===== src/hw/rtl/qlt_pkg.sv =====
// types, codes and character constants shared by the tokenizer modules
package qlt_pkg;

    localparam int MAX_RES = 4;

    // result kinds
    localparam logic [1:0] KIND_CHAR  = 2'd0;
    localparam logic [1:0] KIND_END   = 2'd1;
    localparam logic [1:0] KIND_ERROR = 2'd2;
    localparam logic [1:0] KIND_DONE  = 2'd3;

    // error codes
    localparam logic [1:0] ERR_NONE   = 2'd0;
    localparam logic [1:0] ERR_ESCAPE = 2'd1;
    localparam logic [1:0] ERR_LONE   = 2'd2;
    localparam logic [1:0] ERR_UNTERM = 2'd3;

    // configuration register indexes
    localparam logic [7:0] CFG_SPLIT_CHAR = 8'd0;
    localparam logic [7:0] CFG_UPPERCASE  = 8'd1;

    // reset values of the configuration registers
    localparam logic [7:0] SPLIT_CHAR_RST = 8'h20;
    localparam logic       UPPERCASE_RST  = 1'b1;

    // characters
    localparam logic [7:0] CH_QUOTE  = 8'h22;
    localparam logic [7:0] CH_HASH   = 8'h23;
    localparam logic [7:0] CH_BSLASH = 8'h5C;
    localparam logic [7:0] CH_ZERO   = 8'h30;
    localparam logic [7:0] CH_LC_A   = 8'h61;
    localparam logic [7:0] CH_LC_B   = 8'h62;
    localparam logic [7:0] CH_LC_E   = 8'h65;
    localparam logic [7:0] CH_LC_F   = 8'h66;
    localparam logic [7:0] CH_LC_N   = 8'h6E;
    localparam logic [7:0] CH_LC_R   = 8'h72;
    localparam logic [7:0] CH_LC_T   = 8'h74;
    localparam logic [7:0] CH_LC_V   = 8'h76;
    localparam logic [7:0] CH_LC_Z   = 8'h7A;
    localparam logic [7:0] CASE_DIFF = 8'h20;

    typedef struct packed {
        logic [7:0] ch;
        logic       line_last;
    } t_in;

    typedef struct packed {
        logic [1:0] kind;
        logic [7:0] out_char;
        logic [1:0] error_code;
        logic       run_last;
    } t_out;

    // one result without its run_last flag
    typedef struct packed {
        logic [1:0] kind;
        logic [7:0] ch;
        logic [1:0] err;
    } t_res;

    // all results of one item, queued between front and back
    typedef struct packed {
        t_res [MAX_RES-1:0] res;
        logic [1:0]         last_idx;
    } t_cmd;

    typedef struct packed {
        logic [7:0] split_char;
        logic       uppercase_enable;
    } t_cfg;

    typedef struct packed {
        logic full;
        logic empty;
    } t_q_stat;

    function automatic logic escape_ok(input logic [7:0] c);
        return c == CH_BSLASH || c == CH_QUOTE || c == CH_ZERO || c == CH_LC_A ||
               c == CH_LC_B || c == CH_LC_T || c == CH_LC_N || c == CH_LC_V ||
               c == CH_LC_F || c == CH_LC_R || c == CH_LC_E;
    endfunction

    function automatic t_res mk_res(input logic [1:0] kind, input logic [7:0] ch,
                                    input logic [1:0] err);
        t_res r;
        r.kind = kind;
        r.ch   = ch;
        r.err  = err;
        return r;
    endfunction

endpackage


===== src/hw/rtl/quoted_line_tokenizer.sv =====
// top level of the quoted line tokenizer: config registers, front, queue, back
//
//  channel | direction | handshake                  | payload
//  --------+-----------+----------------------------+---------------------------------
//  in      | input     | i_in_valid / o_in_ready    | i_in  (ch, line_last)
//  out     | output    | o_out_valid / i_out_ready  | o_out (kind, out_char, error_code,
//          |           |                            |        run_last)
//  cfg     | input     | i_cfg_valid / o_cfg_ready  | i_cfg_index, i_cfg_data
//
// the front takes one item per cycle while the result queue has room
// the back sends one result per cycle while the output is not stalled; an item has
//   one to four results, and items with no result are never queued
// an item's first result goes through a queue slot, then the output register
// reset clears the line state and the queue and loads split char 32, uppercase on
// a stalled output keeps the back waiting; the front keeps going until the queue fills
module quoted_line_tokenizer import qlt_pkg::*; #(
    parameter int QUEUE_DEPTH = 4
) (
    input  logic       i_clk,
    input  logic       i_rst_n,
    input  logic       i_in_valid,
    output logic       o_in_ready,
    input  t_in        i_in,
    output logic       o_out_valid,
    input  logic       i_out_ready,
    output t_out       o_out,
    input  logic       i_cfg_valid,
    output logic       o_cfg_ready,
    input  logic [7:0] i_cfg_index,
    input  logic [7:0] i_cfg_data
);

    t_cfg    r_cfg;
    t_q_stat q_stat;
    t_cmd    push_cmd, head_cmd;
    logic    push, pop;

    // config writes are always taken; unknown indexes are dropped
    assign o_cfg_ready = 1'b1;

    always_ff @(posedge i_clk) begin
        if (!i_rst_n) begin
            r_cfg.split_char       <= SPLIT_CHAR_RST;
            r_cfg.uppercase_enable <= UPPERCASE_RST;
        end else if (i_cfg_valid) begin
            case (i_cfg_index)
                CFG_SPLIT_CHAR: r_cfg.split_char       <= i_cfg_data;
                CFG_UPPERCASE:  r_cfg.uppercase_enable <= i_cfg_data[0];
                default: ;
            endcase
        end
    end

    // front: per-line state and classification into a bundle of results
    qlt_front u_front (
        .i_clk      (i_clk),
        .i_rst_n    (i_rst_n),
        .i_cfg      (r_cfg),
        .i_in_valid (i_in_valid),
        .o_in_ready (o_in_ready),
        .i_in       (i_in),
        .i_q_stat   (q_stat),
        .o_push     (push),
        .o_cmd      (push_cmd)
    );

    // queue decouples classification from the output side
    qlt_queue #(
        .DEPTH (QUEUE_DEPTH)
    ) u_queue (
        .i_clk   (i_clk),
        .i_rst_n (i_rst_n),
        .i_push  (push),
        .i_cmd   (push_cmd),
        .i_pop   (pop),
        .o_head  (head_cmd),
        .o_stat  (q_stat)
    );

    // back: unrolls each bundle onto the output channel
    qlt_back u_back (
        .i_clk       (i_clk),
        .i_rst_n     (i_rst_n),
        .i_head      (head_cmd),
        .i_q_stat    (q_stat),
        .o_pop       (pop),
        .o_out_valid (o_out_valid),
        .i_out_ready (i_out_ready),
        .o_out       (o_out)
    );

    // never push into a full queue or pop an empty one
    a_no_overflow: assert property (@(posedge i_clk) disable iff (!i_rst_n)
        !(push && q_stat.full))
        else $error("push into full result queue");

    a_no_underflow: assert property (@(posedge i_clk) disable iff (!i_rst_n)
        !(pop && q_stat.empty))
        else $error("pop from empty result queue");

    // line done is always the final result of its item
    a_done_is_last: assert property (@(posedge i_clk) disable iff (!i_rst_n)
        (o_out_valid && o_out.kind == KIND_DONE) |-> o_out.run_last)
        else $error("line done without run_last");

    // error code present exactly on error results
    a_err_code: assert property (@(posedge i_clk) disable iff (!i_rst_n)
        o_out_valid |-> ((o_out.kind == KIND_ERROR) == (o_out.error_code != ERR_NONE)))
        else $error("error code does not match kind");

endmodule


===== src/hw/rtl/qlt_front.sv =====
// front end: line state, character classification, result bundle per item
module qlt_front import qlt_pkg::*; (
    input  logic    i_clk,
    input  logic    i_rst_n,
    input  t_cfg    i_cfg,
    input  logic    i_in_valid,
    output logic    o_in_ready,
    input  t_in     i_in,
    input  t_q_stat i_q_stat,
    output logic    o_push,
    output t_cmd    o_cmd
);

    logic r_in_string, r_esc, r_tok, r_skip;
    logic n_in_string, n_esc, n_tok, n_skip;
    logic [2:0] n_cnt;
    t_res [MAX_RES-1:0] n_res;
    logic accept;
    logic [7:0] c;

    assign o_in_ready = !i_q_stat.full;
    assign accept     = i_in_valid && o_in_ready;
    assign c          = i_in.ch;

    always_comb begin
        n_in_string = r_in_string;
        n_esc       = r_esc;
        n_tok       = r_tok;
        n_skip      = r_skip;
        n_cnt       = 3'd0;
        n_res       = '0;
        if (!r_skip) begin
            if (r_esc) begin
                n_esc = 1'b0;
                if (escape_ok(c)) begin
                    n_res[0] = mk_res(KIND_CHAR, CH_BSLASH, ERR_NONE);
                    n_res[1] = mk_res(KIND_CHAR, c, ERR_NONE);
                    n_cnt    = 3'd2;
                    n_tok    = 1'b1;
                end else begin
                    n_res[0] = mk_res(KIND_ERROR, 8'd0, ERR_ESCAPE);
                    n_cnt    = 3'd1;
                    n_skip   = 1'b1;
                end
            end else if (c == i_cfg.split_char) begin
                if (r_in_string) begin
                    n_res[0] = mk_res(KIND_CHAR, c, ERR_NONE);
                    n_cnt    = 3'd1;
                    n_tok    = 1'b1;
                end else if (r_tok) begin
                    n_res[0] = mk_res(KIND_END, 8'd0, ERR_NONE);
                    n_cnt    = 3'd1;
                    n_tok    = 1'b0;
                end
            end else if (c == CH_QUOTE) begin
                n_in_string = !r_in_string;
                n_res[0]    = mk_res(KIND_CHAR, c, ERR_NONE);
                n_cnt       = 3'd1;
                n_tok       = 1'b1;
            end else if (c == CH_BSLASH && r_in_string) begin
                if (i_in.line_last) begin
                    n_res[0] = mk_res(KIND_ERROR, 8'd0, ERR_LONE);
                    n_cnt    = 3'd1;
                    n_skip   = 1'b1;
                end else begin
                    n_esc = 1'b1;
                end
            end else if (c == CH_HASH) begin
                if (r_in_string) begin
                    n_res[0] = mk_res(KIND_CHAR, c, ERR_NONE);
                    n_cnt    = 3'd1;
                    n_tok    = 1'b1;
                end else begin
                    if (r_tok) begin
                        n_res[0] = mk_res(KIND_END, 8'd0, ERR_NONE);
                        n_cnt    = 3'd1;
                    end
                    n_tok  = 1'b0;
                    n_skip = 1'b1;
                end
            end else begin
                if (i_cfg.uppercase_enable && !r_in_string && c >= CH_LC_A && c <= CH_LC_Z)
                    n_res[0] = mk_res(KIND_CHAR, c - CASE_DIFF, ERR_NONE);
                else
                    n_res[0] = mk_res(KIND_CHAR, c, ERR_NONE);
                n_cnt = 3'd1;
                n_tok = 1'b1;
            end
        end

        if (i_in.line_last) begin
            if (!n_skip) begin
                if (n_in_string) begin
                    n_res[n_cnt[1:0]] = mk_res(KIND_ERROR, 8'd0, ERR_UNTERM);
                    n_cnt             = n_cnt + 3'd1;
                end else if (n_tok) begin
                    n_res[n_cnt[1:0]] = mk_res(KIND_END, 8'd0, ERR_NONE);
                    n_cnt             = n_cnt + 3'd1;
                end
            end
            n_res[n_cnt[1:0]] = mk_res(KIND_DONE, 8'd0, ERR_NONE);
            n_cnt             = n_cnt + 3'd1;
            n_in_string       = 1'b0;
            n_esc             = 1'b0;
            n_tok             = 1'b0;
            n_skip            = 1'b0;
        end
    end

    assign o_push       = accept && (n_cnt != 3'd0);
    assign o_cmd.res      = n_res;
    assign o_cmd.last_idx = 2'(n_cnt - 3'd1);

    always_ff @(posedge i_clk) begin
        if (!i_rst_n) begin
            r_in_string <= 1'b0;
            r_esc       <= 1'b0;
            r_tok       <= 1'b0;
            r_skip      <= 1'b0;
        end else if (accept) begin
            r_in_string <= n_in_string;
            r_esc       <= n_esc;
            r_tok       <= n_tok;
            r_skip      <= n_skip;
        end
    end

endmodule


===== src/hw/rtl/qlt_queue.sv =====
// small queue of result bundles between front and back
module qlt_queue import qlt_pkg::*; #(
    parameter int DEPTH = 4
) (
    input  logic    i_clk,
    input  logic    i_rst_n,
    input  logic    i_push,
    input  t_cmd    i_cmd,
    input  logic    i_pop,
    output t_cmd    o_head,
    output t_q_stat o_stat
);

    localparam int AW = (DEPTH > 1) ? $clog2(DEPTH) : 1;
    localparam int CW = $clog2(DEPTH + 1);
    localparam logic [AW-1:0] LAST_PTR = AW'(DEPTH - 1);
    localparam logic [CW-1:0] FULL_CNT = CW'(DEPTH);

    t_cmd r_mem [DEPTH];
    logic [AW-1:0] r_wr, r_rd;
    logic [CW-1:0] r_cnt;

    assign o_head       = r_mem[r_rd];
    assign o_stat.full  = (r_cnt == FULL_CNT);
    assign o_stat.empty = (r_cnt == '0);

    always_ff @(posedge i_clk) begin
        if (i_push)
            r_mem[r_wr] <= i_cmd;
    end

    always_ff @(posedge i_clk) begin
        if (!i_rst_n) begin
            r_wr  <= '0;
            r_rd  <= '0;
            r_cnt <= '0;
        end else begin
            if (i_push)
                r_wr <= (r_wr == LAST_PTR) ? '0 : r_wr + AW'(1);
            if (i_pop)
                r_rd <= (r_rd == LAST_PTR) ? '0 : r_rd + AW'(1);
            if (i_push && !i_pop)
                r_cnt <= r_cnt + CW'(1);
            else if (i_pop && !i_push)
                r_cnt <= r_cnt - CW'(1);
        end
    end

endmodule


===== src/hw/rtl/qlt_back.sv =====
// back end: walks a bundle one result per cycle into the output register while the output is not stalled
module qlt_back import qlt_pkg::*; (
    input  logic    i_clk,
    input  logic    i_rst_n,
    input  t_cmd    i_head,
    input  t_q_stat i_q_stat,
    output logic    o_pop,
    output logic    o_out_valid,
    input  logic    i_out_ready,
    output t_out    o_out
);

    logic [1:0] r_idx;
    logic       r_out_valid;
    t_out       r_out;
    logic       load, last_slot;
    t_res       slot;

    assign slot      = i_head.res[r_idx];
    assign last_slot = (r_idx == i_head.last_idx);
    assign load      = !i_q_stat.empty && (!r_out_valid || i_out_ready);
    assign o_pop     = load && last_slot;

    assign o_out_valid = r_out_valid;
    assign o_out       = r_out;

    always_ff @(posedge i_clk) begin
        if (load) begin
            r_out.kind       <= slot.kind;
            r_out.out_char   <= slot.ch;
            r_out.error_code <= slot.err;
            r_out.run_last   <= last_slot;
        end
    end

    always_ff @(posedge i_clk) begin
        if (!i_rst_n) begin
            r_idx       <= 2'd0;
            r_out_valid <= 1'b0;
        end else begin
            if (load)
                r_idx <= last_slot ? 2'd0 : r_idx + 2'd1;
            if (load)
                r_out_valid <= 1'b1;
            else if (i_out_ready)
                r_out_valid <= 1'b0;
        end
    end

endmodule


===== config.mk =====
export PLATFORM = sky130hd
export DESIGN_NAME = quoted_line_tokenizer
export DESIGN_NICKNAME = d
export VERILOG_FILES = /design/src/hw/rtl/qlt_pkg.sv /design/src/hw/rtl/quoted_line_tokenizer.sv /design/src/hw/rtl/qlt_front.sv /design/src/hw/rtl/qlt_queue.sv /design/src/hw/rtl/qlt_back.sv
export SDC_FILE = /design/constraint.sdc
export NUM_CORES = 1
export LEC_CHECK = 0
export BUFFER_PORTS_ARGS = -buffer_cell sky130_fd_sc_hd__buf_2
export CAP_MARGIN = 40
export CORE_MARGIN = 1.5
export CORE_UTILIZATION = 45
export DETAILED_ROUTE_END_ITERATION = 12
export GPL_TIMING_DRIVEN = 0
export PLACE_DENSITY_LB_ADDON = 0.25
export SLEW_MARGIN = 10
export SYNTH_ARGS = -nofsm -noshare
export SYNTH_HDL_FRONTEND = slang
export SYNTH_HIERARCHICAL = 1
export SYNTH_SLANG_ARGS = --single-unit
export TNS_END_PERCENT = 10

===== constraint.sdc =====
create_clock -name i_clk -period 9.4 [get_ports i_clk]
set_clock_uncertainty 0.05 [all_clocks]
set_input_delay 0.94 -clock i_clk [delete_from_list [all_inputs] [get_ports i_clk]]
set_output_delay 0.94 -clock i_clk [all_outputs]
set_load 0.02 [all_outputs]

# == After elaboration in Yosys (flattened, before gate mapping) ==
# Memory sizes are Yosys's and may differ from the RTL's. A register that Yosys moved wholly into a read port is not among the register bits.
# Cells that the tools add are included.
# op_classes
n_mux,80
order_cmp,7
reduce_logical,37
n_addsub,9
eq_ne,19
bitwise,9
# ops
operator,n
$mux W48,5
$mux W12,11
$eq A8 B7 Y1 const B,9
$demux W12 S2,2
$and A22 B44 Y44,1
$not A44 Y44,1
$mux W3,14
$and A40 B40 Y40,1
$not A40 Y40,1
$and A18 B36 Y36,1
$mux W1,36
$not A36 Y36,1
$mux W10,3
$bmux W12 S2,1
$eq A8 B6 Y1 const B,3
$mux W24,1
$logic_and A1 B1 Y1,12
$mux W2,6
$or A6 B12 Y12,1
$logic_or A1 B1 Y1,11
$mux W11,1
$add A3 B1 Y3 const B,3
$lt A2 B3 Y1 const B,3
$eq A8 B1 Y1 const B,1
other kinds (20),32
# word_totals
reg_bits,36
n_memories,1
mem_bits_rw,200
wordCells,177
in_bits,30
# mem_list
name,words,width,read_ports,rd_ports_with_merged_regs,write_ports,line_no,text
u_queue.r_mem,4,50,1,1,1,qlt_queue.sv:19,t_cmd r_mem [DEPTH];

# == Logic depth before layout (Yosys ltp) ==
# Gate-level depths: netlist (run 1).
# depth
ltp_word,27
depth_mapped,18

# == Cells and area by module ==
# The synthesis (run 1) kept the hierarchy.
# by_module_without_submodules
mod,area_each_um2,seq_area_each_um2,n_inst,cells_each
qlt_queue,7729.9,6185.9,1,306
qlt_front,1492.7,80.1,1,208
qlt_back,913.4,450.4,1,52
quoted_line_tokenizer,410.4,180.2,1,45

# == Least setup slack after synthesis (run 1) ==
# No wires, ideal clock.
# synth_path
path_type,input -> register
start,input port i_in[4] (netlist name)
end,memory u_queue/r_mem[0][0] (netlist name) (enable)
path_stages,13
path_slack_ns,3.983
arrival_time_ns,4.954
cell_sequence,buf_2 or3_1 a2111oi_0 a41o_2 nor3_2 a21oi_2 ha_1 and2_1 ha_1 a21oi_1 ha_1 a21oi_1 and2_1
# synth_between
elab_chain_cells,25
elab_cells_between_ends,60
cone_classes,add/sub (2); eq/ne (13); mux (32); reduce/logical (13)
# synth_rtl
element,line_no,text
"start, declared",quoted_line_tokenizer.sv:23,"input t_in i_in,"
$eq A8 B7 Y1 / $eq A8 B6 Y1 (equally long branches),"qlt_pkg.sv:78, qlt_front.sv:60, qlt_front.sv:55",
$logic_or A1 B1 Y1 (4 in series),qlt_pkg.sv:78,return c == CH_BSLASH || c == CH_QUOTE || c == CH_ZERO || c == CH_LC_A ||
$logic_or A1 B1 Y1 (4 in series),qlt_pkg.sv:79,c == CH_LC_B || c == CH_LC_T || c == CH_LC_N || c == CH_LC_V ||
$logic_or A1 B1 Y1 (2 in series),qlt_pkg.sv:80,c == CH_LC_F || c == CH_LC_R || c == CH_LC_E;
$mux W2,qlt_front.sv:35,if (escape_ok(c)) begin
$mux W3,qlt_front.sv:33,if (r_esc) begin
$mux W3,qlt_front.sv:32,if (!r_skip) begin
$add A3 B1 Y3,"qlt_front.sv:95, qlt_front.sv:98",
(+3 left out),--,
$mux W3,qlt_front.sv:91,if (i_in.line_last) begin
$add A3 B1 Y3,qlt_front.sv:102,n_cnt = n_cnt + 3'd1;
$mux W3 *,qlt_front.sv:91,
$reduce_bool A3 Y1 *,qlt_front.sv:110,assign o_push = accept && (n_cnt != 3'd0);
$logic_and A1 B1 Y1 *,qlt_front.sv:110,
named net push,quoted_line_tokenizer.sv:36,"logic push, pop;"
$mux W1 *,qlt_queue.sv:28,if (i_push)
$mux W1 (not written as such) *,qlt_queue.sv:29,r_mem[r_wr] <= i_cmd;
"end, declared",qlt_queue.sv:19,
# The timed path passes the listed nets; every way through them passes the cells marked *. The select of a mux whose other input is x is not followed.

# == Worst setup path in the final report (run 1) ==
# layout_path
start,input port i_in[3] (netlist name)
end,register u_queue.r_cnt[2]
# layout_between
elab_chain_cells,26
elab_cells_between_ends,63
cone_classes,add/sub (2); eq/ne (13); mux (31); reduce/logical (17)
# layout_rtl
element,line_no,text
$eq A8 B7 Y1 / $eq A8 B6 Y1 (equally long branches),"qlt_pkg.sv:78, qlt_front.sv:60, qlt_front.sv:55",
$logic_or A1 B1 Y1 (4 in series),qlt_pkg.sv:78,
$logic_or A1 B1 Y1 (4 in series),qlt_pkg.sv:79,
$logic_or A1 B1 Y1 (2 in series),qlt_pkg.sv:80,
$mux W2,qlt_front.sv:35,
$mux W3,qlt_front.sv:33,
$mux W3,qlt_front.sv:32,
$add A3 B1 Y3,"qlt_front.sv:95, qlt_front.sv:98",
(+4 left out),--,
$add A3 B1 Y3,qlt_front.sv:102,
$mux W3 *,qlt_front.sv:91,
$reduce_bool A3 Y1 *,qlt_front.sv:110,
$logic_and A1 B1 Y1 *,qlt_front.sv:110,
named net push,quoted_line_tokenizer.sv:36,
$logic_not A1 Y1,qlt_queue.sv:44,else if (i_pop && !i_push)
$logic_and A1 B1 Y1,qlt_queue.sv:44,
$reduce_bool A2 Y1 (no line),--,
"end signal, assigned",qlt_queue.sv:43,r_cnt <= r_cnt + CW'(1);
"end signal, assigned",qlt_queue.sv:45,r_cnt <= r_cnt - CW'(1);
"end, declared",qlt_queue.sv:21,logic [CW-1:0] r_cnt;
# Marks and branches as above.
# A chain may end at the register's enable or synchronous reset.

==> results of run 1 <==
[cell type report]
class,instances,share of cell area
Inverter,24,0.00745
Tap cell,313,0.0324
Clock inverter,14,0.0129
Clock buffer,32,0.0575
Buffer,50,0.0342
Multi-Input combinational cell,317,0.267
Sequential cell,238,0.571
Timing Repair Buffer,41,0.0178
[registers in the layout (all words and copies together) (netlist names), 2 cells and up, named ones only]
signal         count
u_queue/r_mem    200
u_back/o_out      13
r_cfg              9
u_queue/r_cnt      3
u_back/r_idx       2
u_queue/r_rd       2
u_queue/r_wr       2
[how the worst max path moves through the flow]
stage          slack [ps]                    to  cells after the start
2_1_floorplan        3980   u_queue/r_mem[0][0]                     13
3_3_place_gp         2610  u_queue/r_mem[0][30]                     14
3_5_place_dp         3710      u_queue/r_cnt[2]                     19
4_1_cts              4250      u_queue/r_cnt[2]                     19
5_1_grt              3970      u_queue/r_cnt[2]                     18
6_report             4270      u_queue/r_cnt[2]                     19
[layer usage]
layer / GRT usage / vias to the layer above / share of wire
li1: - / 2572 / -
met1: 0.237 / 2832 / 0.43
met2: 0.309 / 131 / 0.51
met3: 0.0250 / 25 / 0.041
met4: 0.0422 / 0 / 0.016
met5: 0 / - / 0
[tightest hold or removal path, cell delays in order (launching register included)]
cell                      delay [ps]
sky130_fd_sc_hd__dfxtp_1         320
sky130_fd_sc_hd__nand2_1          60
sky130_fd_sc_hd__mux2i_1          50
[synthesized netlist by cell type, types with 3 or more instances]
cell,n
sky130_fd_sc_hd__a21boi_0,3
sky130_fd_sc_hd__a211oi_1,6
sky130_fd_sc_hd__nor4_1,4
sky130_fd_sc_hd__ha_1,14
sky130_fd_sc_hd__dfxtp_1,25
sky130_fd_sc_hd__a21boi_1,3
sky130_fd_sc_hd__buf_12,6
sky130_fd_sc_hd__o31ai_1,3
sky130_fd_sc_hd__xnor2_1,15
sky130_fd_sc_hd__nor2_1,17
sky130_fd_sc_hd__buf_4,25
sky130_fd_sc_hd__mux4_1,6
sky130_fd_sc_hd__and2_1,14
sky130_fd_sc_hd__mux4_2,56
sky130_fd_sc_hd__nor2b_1,10
sky130_fd_sc_hd__inv_1,23
sky130_fd_sc_hd__edfxtp_1,213
sky130_fd_sc_hd__mux2i_1,12
sky130_fd_sc_hd__o21a_1,4
sky130_fd_sc_hd__clkbuf_1,6
sky130_fd_sc_hd__nand4_1,6
sky130_fd_sc_hd__a21oi_1,13
sky130_fd_sc_hd__o21ai_0,5
sky130_fd_sc_hd__nand2_1,31
sky130_fd_sc_hd__or4_1,3
sky130_fd_sc_hd__buf_6,3
sky130_fd_sc_hd__nand3_1,6
sky130_fd_sc_hd__nand2b_1,3
sky130_fd_sc_hd__nor3_1,6
sky130_fd_sc_hd__buf_2,9
[power groups by stage]
stage	logic, mW	registers [mW]	clock network (mW)
4_1_cts	0.794	1.35	1.02
3_3_place_gp	0.761	1.38	0
3_5_place_dp	0.790	1.38	0
2_1_floorplan	0.527	1.41	0
6_report	0.774	1.35	1.00
5_1_grt	0.839	1.36	1.06
[metrics by stage]
| step | instance area [µm²] | utilization |
|---|---|---|
| 6_report | 12100 | 0.529 |
| 5_1_grt | 12100 | 0.529 |
| 4_1_cts | 12100 | 0.529 |
| 3_5_place_dp | 11200 | 0.492 |
| 3_3_place_gp | 11200 | 0.490 |
| 2_1_floorplan | 10600 | - |
[cells by family after synthesis]
logic type      Yosys count  synth area share
flops                   238             0.654
compound gates           67            0.0496
other cells               2          0.000712
mux                      74             0.146
simple gates            124            0.0695
fa+ha+maj                15            0.0185
xor+xnor                 17            0.0141
buf+inv                  74            0.0477
==> impl_metrics.prom, run 1 <==
# TYPE chip_impl_metric gauge
chip_impl_metric{name="core_region_area",unit="µm²"} 22800
chip_impl_metric{name="grt_usage",unit=""} 0.177
chip_impl_metric{name="area.sequential",unit="µm²"} 6900
chip_impl_metric{name="num_antenna_cells",unit=""} 0
chip_impl_metric{name="post-synth-top-area-fraction",unit=""} 0.606
chip_impl_metric{name="max-clock-path-buffers",unit=""} 3
chip_impl_metric{name="switching_share",unit=""} 0.266
chip_impl_info{name="grt_setup_unrepaired",value="no"} 1
chip_impl_metric{name="dp_worst_setup_slack",unit="ps"} 3710
chip_impl_metric{name="internal_power_contribution",unit="mW"} 2.29
chip_impl_metric{name="worst-r2r-cell-count",unit=""} 17
chip_impl_metric{name="finalSetupTns",unit="ps"} 0
chip_impl_info{name="worst_min_delay_path_startpoint",value="r_cfg[2]"} 1
chip_impl_metric{name="clock_tree.htree_level_count",unit=""} 1
chip_impl_info{name="min_to",value="r_cfg[2]"} 1
chip_impl_metric{name="power.leakage",unit="nW"} 4.19
chip_impl_metric{name="sequential_share_of_power",unit=""} 0.433
chip_impl_metric{name="powerDensity",unit="nW/µm²"} 259
chip_impl_metric{name="die_w",unit="µm"} 156
chip_impl_metric{name="cts_num_sinks",unit=""} 238
chip_impl_metric{name="setup_slack",unit="ps"} 4270
chip_impl_metric{name="cts_setup_buffers",unit=""} 0
chip_impl_metric{name="route.antenna.remaining_nets",unit=""} 0
chip_impl_info{name="path_delay_family",value="compound AO/OA/AOI/OAI gates"} 1
chip_impl_metric{name="share_comb_of_total_power",unit=""} 0.248
chip_impl_metric{name="yosys_warnings",unit=""} 6
chip_impl_metric{name="synth_seq_cells",unit=""} 238
chip_impl_info{name="most_frequent_standard_cell_in_the_layout_excluding_fill_and_tap_cells",value="sky130_fd_sc_hd__edfxtp_1"} 1
chip_impl_metric{name="grt_max_degree",unit=""} 51
chip_impl_metric{name="syn-mean-instance-area",unit="µm²"} 17.3
chip_impl_metric{name="finish.net_count",unit=""} 743
chip_impl_metric{name="postCtsResizedCells",unit=""} 0
chip_impl_metric{name="async_reset_ff_frac",unit=""} 0
chip_impl_metric{name="multiInputGateArea",unit="µm²"} 3230
chip_impl_metric{name="clk-insertion-delay-late",unit="ps"} 510
chip_impl_metric{name="route.detailed.wl_per_inst",unit="µm"} 20.0
chip_impl_metric{name="setup_viol",unit=""} 0
chip_impl_metric{name="syn_area",unit="µm²"} 10500
chip_impl_info{name="crit-reg2reg-capture",value="u_queue/r_cnt[2]"} 1
chip_impl_info{name="cts_tree",value="yes"} 1
chip_impl_info{name="netlist.top_cell.by_area",value="sky130_fd_sc_hd__edfxtp_1"} 1
chip_impl_metric{name="via_count_of_the_first_global_routing_pass",unit=""} 5916
chip_impl_metric{name="total_vias_in_the_final_route",unit=""} 5560
chip_impl_metric{name="synth_edf_count",unit=""} 213
chip_impl_info{name="cts_root_buffer",value="sky130_fd_sc_hd__clkbuf_16"} 1
chip_impl_metric{name="clk_transition_reported_paths",unit="ps"} 60
chip_impl_metric{name="dp.cells",unit=""} 983
chip_impl_info{name="critical_path_class",value="input port to register"} 1
chip_impl_metric{name="min_path_cells",unit=""} 2
chip_impl_info{name="reg2reg_from",value="u_front/r_in_string"} 1
chip_impl_metric{name="final_cells",unit=""} 1029
chip_impl_metric{name="cts_buffers",unit=""} 26
chip_impl_metric{name="count_of_maximum_capacitance_violations",unit=""} 0
chip_impl_metric{name="sum_of_routed_wire_length_over_all_layers",unit="µm"} 20600
chip_impl_metric{name="total_power",unit="mW"} 3.13
chip_impl_metric{name="cp.arrival",unit="ps"} 5520
chip_impl_metric{name="grt_antenna_before_repair",unit=""} 0
chip_impl_metric{name="buffer_ports.inserted",unit=""} 40
chip_impl_metric{name="area_overhead_of_the_layout_relative_to_synthesis",unit="%"} 14.6
chip_impl_metric{name="maxClockFrequency",unit="GHz"} 0.195
chip_impl_info{name="type_of_element_capturing_the_critical_path",value="register"} 1
chip_impl_metric{name="final-max-slew-violation-count",unit=""} 0
chip_impl_metric{name="drt-pass1-iter-count",unit=""} 5
chip_impl_metric{name="synth.lib_cells_used.distinct",unit=""} 79
chip_impl_metric{name="postCtsHoldBufs",unit=""} 0
chip_impl_metric{name="post-route-period-util",unit=""} 0.546
chip_impl_metric{name="design.die.area",unit="µm²"} 24400
chip_impl_info{name="final_cell_mix",value="sky130_fd_sc_hd__edfxtp_1, sky130_fd_sc_hd__mux4_2, sky130_fd_sc_hd__buf_2"} 1
chip_impl_metric{name="globalRoute.totalOverflow",unit=""} 0
chip_impl_metric{name="dp.final_hpwl",unit="µm"} 13300
chip_impl_info{name="outcome",value="finished, final reports clean"} 1
chip_impl_metric{name="critical_path.max_fanout",unit=""} 10
chip_impl_info{name="critPathLaunch",value="i_in[3]"} 1
chip_impl_metric{name="pwr-share-clk",unit=""} 0.320
chip_impl_metric{name="floorplan.die.height",unit="µm"} 156
chip_impl_metric{name="hold_viol",unit=""} 0
chip_impl_info{name="ys.flop_type",value="sky130_fd_sc_hd__edfxtp_1"} 1
chip_impl_metric{name="final.min_clock_period",unit="ps"} 5130
chip_impl_metric{name="netlist_instances",unit=""} 611
chip_impl_metric{name="slew_headroom",unit=""} 0.413
chip_impl_info{name="critical-path-top-cell-by-count",value="sky130_fd_sc_hd__ha_1"} 1
chip_impl_metric{name="vias_per_cell",unit=""} 5.40
chip_impl_metric{name="worstPathRequired",unit="ps"} 9790
chip_impl_metric{name="worst-slew-pin-transition",unit="ps"} 879
chip_impl_metric{name="worst-path-buf-inv",unit=""} 3
chip_impl_metric{name="grt_pass1_wl",unit="µm"} 32800
chip_impl_info{name="synth.area.top_cells",value="sky130_fd_sc_hd__edfxtp_1, sky130_fd_sc_hd__mux4_2, sky130_fd_sc_hd__dfxtp_1, sky130_fd_sc_hd__buf_4, sky130_fd_sc_hd__ha_1"} 1
chip_impl_metric{name="drt_drc_violations_left",unit=""} 0
chip_impl_info{name="worst_path_max_delay_cell",value="sky130_fd_sc_hd__a21oi_1"} 1
chip_impl_metric{name="fill_cells",unit=""} 1863
chip_impl_metric{name="reg2reg_slack",unit="ps"} 4730
chip_impl_info{name="sequence_of_cells_on_the_critical_path",value="buf_2 -> buf_2 -> and4b_1 -> and3_1 -> a21boi_1 -> a21boi_1 -> a21oi_2 -> ha_1 -> and2_1 -> ha_1 -> a21oi_1 -> ha_1 -> a21oi_1 -> ha_1 -> inv_1 -> fa_1 -> xor2_1 -> or3_1 -> a21boi_0"} 1
chip_impl_metric{name="first_iter_violations",unit=""} 483
chip_impl_metric{name="io_pins",unit=""} 46
chip_impl_info{name="timing.hold.worst.class",value="register to register"} 1
chip_impl_metric{name="routabilityCongestion",unit=""} 0.860
chip_impl_metric{name="floorplan.initialDensity",unit=""} 0.462
chip_impl_metric{name="power_switching",unit="mW"} 0.831
chip_impl_metric{name="seq_area_frac_synth",unit=""} 0.654
chip_impl_info{name="setup.worst_path.start_class",value="input port"} 1
chip_impl_metric{name="vdd.ir_drop.worst",unit="V"} 0.000107
chip_impl_metric{name="crit_path_max_incr_delay",unit="ps"} 480
chip_impl_metric{name="layout-drive-gt1-share",unit=""} 0.278
chip_impl_metric{name="hold_slack",unit="ps"} 423
chip_impl_metric{name="rows",unit=""} 55
Power figures use the tool's default switching activity.
==> run 2: changes to the inputs <==
--- a/config.mk
+++ b/config.mk
@@ -5,6 +5,7 @@
 export SDC_FILE = /design/constraint.sdc
 export NUM_CORES = 1
 export LEC_CHECK = 0
+export ABC_AREA = 1
 export BUFFER_PORTS_ARGS = -buffer_cell sky130_fd_sc_hd__buf_2
 export CAP_MARGIN = 40
 export CORE_MARGIN = 1.5
==> constraint.sdc (replaced) <==
create_clock -name i_clk -period 4.7 [get_ports i_clk]
set_clock_uncertainty 0.05 [all_clocks]
set_input_delay 0.47 -clock i_clk [delete_from_list [all_inputs] [get_ports i_clk]]
set_output_delay 0.47 -clock i_clk [all_outputs]
set_load 0.02 [all_outputs]
==> run 2 against run 1 <==
Flip-flop and latch count stayed put. Wire length up 20%. First-iteration DRC count up 26%. Die area grew 3.1%. Worst setup slack worse by 3600 ps. Count of clock-buffer cells in the layout unchanged. Final area up 2.7%. Largest cell class unchanged. Worst hold slack worse by 310 ps. Synthesized cell count rose by 64%.
==> impl_metrics.prom, run 2 <==
# TYPE chip_impl_metric gauge
chip_impl_info{name="outcome",value="finished, final reports clean"} 1
chip_impl_metric{name="design.die.area",unit="µm²"} 25100
chip_impl_metric{name="clk-insertion-delay-late",unit="ps"} 520
chip_impl_metric{name="share_comb_of_total_power",unit=""} 0.351
chip_impl_metric{name="grt_usage",unit=""} 0.206
chip_impl_info{name="synth.area.top_cells",value="sky130_fd_sc_hd__edfxtp_1, sky130_fd_sc_hd__nor2_1, sky130_fd_sc_hd__dfxtp_1, sky130_fd_sc_hd__o21ai_1, sky130_fd_sc_hd__o22ai_1"} 1
chip_impl_metric{name="design_area",unit="µm²"} 12400
chip_impl_metric{name="multiInputGateArea",unit="µm²"} 3240
chip_impl_metric{name="syn_area",unit="µm²"} 10900
chip_impl_metric{name="cts_setup_buffers",unit=""} 0
chip_impl_metric{name="fill_cells",unit=""} 2031
chip_impl_info{name="synth.most_common_cell",value="sky130_fd_sc_hd__edfxtp_1"} 1
chip_impl_metric{name="floorplan.initialDensity",unit=""} 0.461
chip_impl_info{name="ys.flop_type",value="sky130_fd_sc_hd__edfxtp_1"} 1
chip_impl_info{name="grt_setup_unrepaired",value="no"} 1
chip_impl_metric{name="routabilityCongestion",unit=""} 0.872
chip_impl_info{name="cts_root_buffer",value="sky130_fd_sc_hd__clkbuf_16"} 1
chip_impl_metric{name="area.sequential",unit="µm²"} 6900
chip_impl_metric{name="reg2reg_slack",unit="ps"} 650
chip_impl_metric{name="grt_max_degree",unit=""} 51
chip_impl_info{name="min_to",value="r_cfg[6]"} 1
chip_impl_metric{name="core_region_area",unit="µm²"} 23600
chip_impl_info{name="type_of_element_capturing_the_critical_path",value="register"} 1
chip_impl_info{name="netlist.top_cell.by_area",value="sky130_fd_sc_hd__edfxtp_1"} 1
chip_impl_metric{name="finish.net_count",unit=""} 1133
chip_impl_metric{name="globalRoute.totalOverflow",unit=""} 0
chip_impl_metric{name="maxClockFrequency",unit="GHz"} 0.247
chip_impl_metric{name="max-clock-path-buffers",unit=""} 3
chip_impl_metric{name="synth_seq_cells",unit=""} 238
chip_impl_metric{name="first_iter_violations",unit=""} 609
chip_impl_info{name="regMostFlops",value="u_queue/r_mem"} 1
chip_impl_metric{name="async_reset_ff_frac",unit=""} 0
chip_impl_metric{name="grt_pass1_wl",unit="µm"} 39100
chip_impl_metric{name="total_power",unit="mW"} 7.35
chip_impl_metric{name="sum_of_routed_wire_length_over_all_layers",unit="µm"} 24700
chip_impl_metric{name="power.leakage",unit="nW"} 4.81
chip_impl_metric{name="route.antenna.remaining_nets",unit=""} 0
chip_impl_metric{name="floorplan.die.height",unit="µm"} 158
chip_impl_metric{name="vias_per_cell",unit=""} 5.26
chip_impl_metric{name="finalSetupTns",unit="ps"} 0
chip_impl_metric{name="largest_reg_flops",unit=""} 200
chip_impl_metric{name="internal_power_contribution",unit="mW"} 4.70
chip_impl_info{name="crit-reg2reg-capture",value="u_queue/r_mem[3][11]"} 1
chip_impl_metric{name="route.detailed.wl_per_inst",unit="µm"} 17.3
chip_impl_metric{name="buffer_ports.inserted",unit=""} 42
chip_impl_metric{name="power_switching",unit="mW"} 2.65
chip_impl_metric{name="worstPathRequired",unit="ps"} 4790
chip_impl_metric{name="crit_path_max_incr_delay",unit="ps"} 600
chip_impl_info{name="worst_min_delay_path_startpoint",value="i_cfg_data[5]"} 1
chip_impl_metric{name="dp_worst_setup_slack",unit="ps"} 282
chip_impl_metric{name="sequential_share_of_power",unit=""} 0.386
chip_impl_info{name="final_cell_mix",value="sky130_fd_sc_hd__edfxtp_1, sky130_fd_sc_hd__nor2_1, sky130_fd_sc_hd__nand2_1"} 1
chip_impl_metric{name="powerDensity",unit="nW/µm²"} 592
chip_impl_metric{name="worst-slew-pin-transition",unit="ps"} 835
chip_impl_metric{name="place_area",unit="µm²"} 11600
chip_impl_metric{name="io_pins",unit=""} 46
chip_impl_info{name="critical_path_class",value="register to register"} 1
chip_impl_metric{name="post-synth-top-area-fraction",unit=""} 0.588
chip_impl_metric{name="vdd.ir_drop.worst",unit="V"} 0.000341
chip_impl_info{name="cts_tree",value="yes"} 1
chip_impl_info{name="reg2reg_from",value="r_cfg[4]"} 1
chip_impl_metric{name="postCtsHoldBufs",unit=""} 0
chip_impl_metric{name="yosys_warnings",unit=""} 6
chip_impl_info{name="setup.worst_path.start_class",value="register"} 1
chip_impl_metric{name="synth.lib_cells_used.distinct",unit=""} 41
chip_impl_info{name="worst_path_max_delay_cell",value="sky130_fd_sc_hd__inv_4"} 1
chip_impl_info{name="timing.hold.worst.class",value="input port to register"} 1
chip_impl_metric{name="drt-pass1-iter-count",unit=""} 5
chip_impl_metric{name="layout-drive-gt1-share",unit=""} 0.187
chip_impl_info{name="most_frequent_standard_cell_in_the_layout_excluding_fill_and_tap_cells",value="sky130_fd_sc_hd__edfxtp_1"} 1
chip_impl_metric{name="final.min_clock_period",unit="ps"} 4050
chip_impl_metric{name="worst-r2r-cell-count",unit=""} 19
chip_impl_info{name="yosys-top-cells-count",value="sky130_fd_sc_hd__edfxtp_1, sky130_fd_sc_hd__nor2_1, sky130_fd_sc_hd__nand2_1"} 1
chip_impl_metric{name="via_count_of_the_first_global_routing_pass",unit=""} 7106
chip_impl_metric{name="hold_viol",unit=""} 0
chip_impl_metric{name="slew_headroom",unit=""} 0.443
chip_impl_metric{name="critical_path.max_fanout",unit=""} 50
chip_impl_metric{name="seq_area_frac_synth",unit=""} 0.634
chip_impl_metric{name="clk_transition_reported_paths",unit="ps"} 60
chip_impl_metric{name="count_of_maximum_capacitance_violations",unit=""} 0
chip_impl_metric{name="final-max-slew-violation-count",unit=""} 0
chip_impl_metric{name="dp.final_hpwl",unit="µm"} 16500
chip_impl_metric{name="postCtsResizedCells",unit=""} 0
chip_impl_metric{name="netlist_instances",unit=""} 999
chip_impl_metric{name="num_antenna_cells",unit=""} 0
chip_impl_metric{name="pwr-share-clk",unit=""} 0.263
chip_impl_metric{name="die_w",unit="µm"} 158
chip_impl_metric{name="grt_antenna_before_repair",unit=""} 0
chip_impl_metric{name="setup_slack",unit="ps"} 649
chip_impl_metric{name="cp.arrival",unit="ps"} 4150
chip_impl_info{name="sequence_of_cells_on_the_critical_path",value="xnor2_2 -> nand2_1 -> nor2_1 -> nand2_2 -> buf_6 -> inv_2 -> nand2_1 -> nand2_1 -> nand2_1 -> nand2_1 -> ha_1 -> nand3_1 -> inv_1 -> ha_1 -> o21ai_0 -> ha_1 -> a21oi_1 -> nand2_1 -> inv_4"} 1
chip_impl_metric{name="switching_share",unit=""} 0.360
chip_impl_info{name="critical-path-top-cell-by-count",value="sky130_fd_sc_hd__nand2_1"} 1
chip_impl_metric{name="cts_buffers",unit=""} 26
chip_impl_metric{name="synth_edf_count",unit=""} 213
chip_impl_metric{name="drt_drc_violations_left",unit=""} 0
chip_impl_metric{name="cts_num_sinks",unit=""} 238
chip_impl_metric{name="min_path_cells",unit=""} 3
chip_impl_metric{name="total_vias_in_the_final_route",unit=""} 7491
chip_impl_metric{name="clock_tree.htree_level_count",unit=""} 1
chip_impl_metric{name="rows",unit=""} 56
chip_impl_metric{name="area_overhead_of_the_layout_relative_to_synthesis",unit="%"} 14.1
chip_impl_metric{name="setup_viol",unit=""} 0
chip_impl_metric{name="post-route-period-util",unit=""} 0.862
chip_impl_metric{name="syn-mean-instance-area",unit="µm²"} 10.9
## run 2: cell count changes in the layout (fill, tap and decap cells not counted), moves of 12 or more
cell                      previous run  this run
sky130_fd_sc_hd__nand2_1            31        96
sky130_fd_sc_hd__nand2_2             0        12
sky130_fd_sc_hd__inv_1              23        51
sky130_fd_sc_hd__mux4_2             56         0
sky130_fd_sc_hd__mux2i_1            12         0
sky130_fd_sc_hd__buf_6               3        18
sky130_fd_sc_hd__inv_2               0        15
sky130_fd_sc_hd__o21ai_0             5        58
sky130_fd_sc_hd__o21ai_1             1        85
sky130_fd_sc_hd__o22ai_1             0        62
sky130_fd_sc_hd__nor2_1             16       180
sky130_fd_sc_hd__nand3_1             6        32
## run 2: how the worst max path moves through the flow
stage | start | endpoint | slack, ps | depth (start not counted)
3_5_place_dp | i_in[6] | u_queue/r_mem[3][40] | 280 | 22
2_1_floorplan | i_in[4] | u_queue/r_mem[0][0] | 500 | 20
4_1_cts | r_cfg[4] | u_queue/r_mem[3][16] | 610 | 19
3_3_place_gp | i_in[6] | u_queue/r_mem[3][40] | -840 | 22
6_report | r_cfg[4] | u_queue/r_mem[3][11] | 650 | 19
5_1_grt | r_cfg[3] | u_queue/r_mem[3][29] | 300 | 19
## run 2: kinds of logic (layout without fill, tap and decap cells)
logic type	after synthesis	count (layout)	share of synthesized area
simple gates	370	370	0.154
flops	238	238	0.634
compound gates	226	226	0.112
buf+inv	140	229	0.0744
fa+ha+maj	15	15	0.0179
xor+xnor	8	8	0.00713
other cells	2	20	0.000691
## run 2: power by group through the flow
stage,clock network (mW),logic (mW),registers (mW)
3_3_place_gp,0,2.52,2.89
2_1_floorplan,0,1.61,2.94
5_1_grt,2.04,2.83,2.87
3_5_place_dp,0,2.57,2.88
4_1_cts,1.97,2.58,2.84
6_report,1.93,2.58,2.84
## run 2: cell type report
type,count,area share
buffer,67,0.0421
clock buffer,32,0.0568
clock inverter,14,0.00958
inverter,73,0.0238
multi-input combinational,639,0.261
sequential,238,0.556
tap,319,0.0322
timing repair buffer,43,0.0186
## run 2: critical path: cells and delay by family (launching register included)
family,cells,cell delay [ps]
AOI/OAI and AO/OA,2,480
and+or+nand+nor,9,980
buffers and inverters,4,910
adders and majority gates,3,730
DFF,1,370
xor gates and xnor gates,1,120
## run 2: per-stage QoR
step	util	cells	hold WS, ps
after floorplan	-	1017	385
after global placement	0.489	1378	414
after detailed placement	0.491	1379	424
after CTS	0.525	1425	98.4
after global routing	0.525	1425	111
final	0.525	1425	114
## run 2: metal layers
| layer | global-route usage | routed length, µm | vias up | part of all wire |
|---|---|---|---|---|
| li1 | - | - | 3643 | - |
| met1 | 0.284 | 10700 | 3574 | 0.44 |
| met2 | 0.343 | 11800 | 237 | 0.48 |
| met3 | 0.0308 | 1660 | 37 | 0.067 |
| met4 | 0.0530 | 452 | 0 | 0.018 |
| met5 | 0 | 0 | - | 0 |
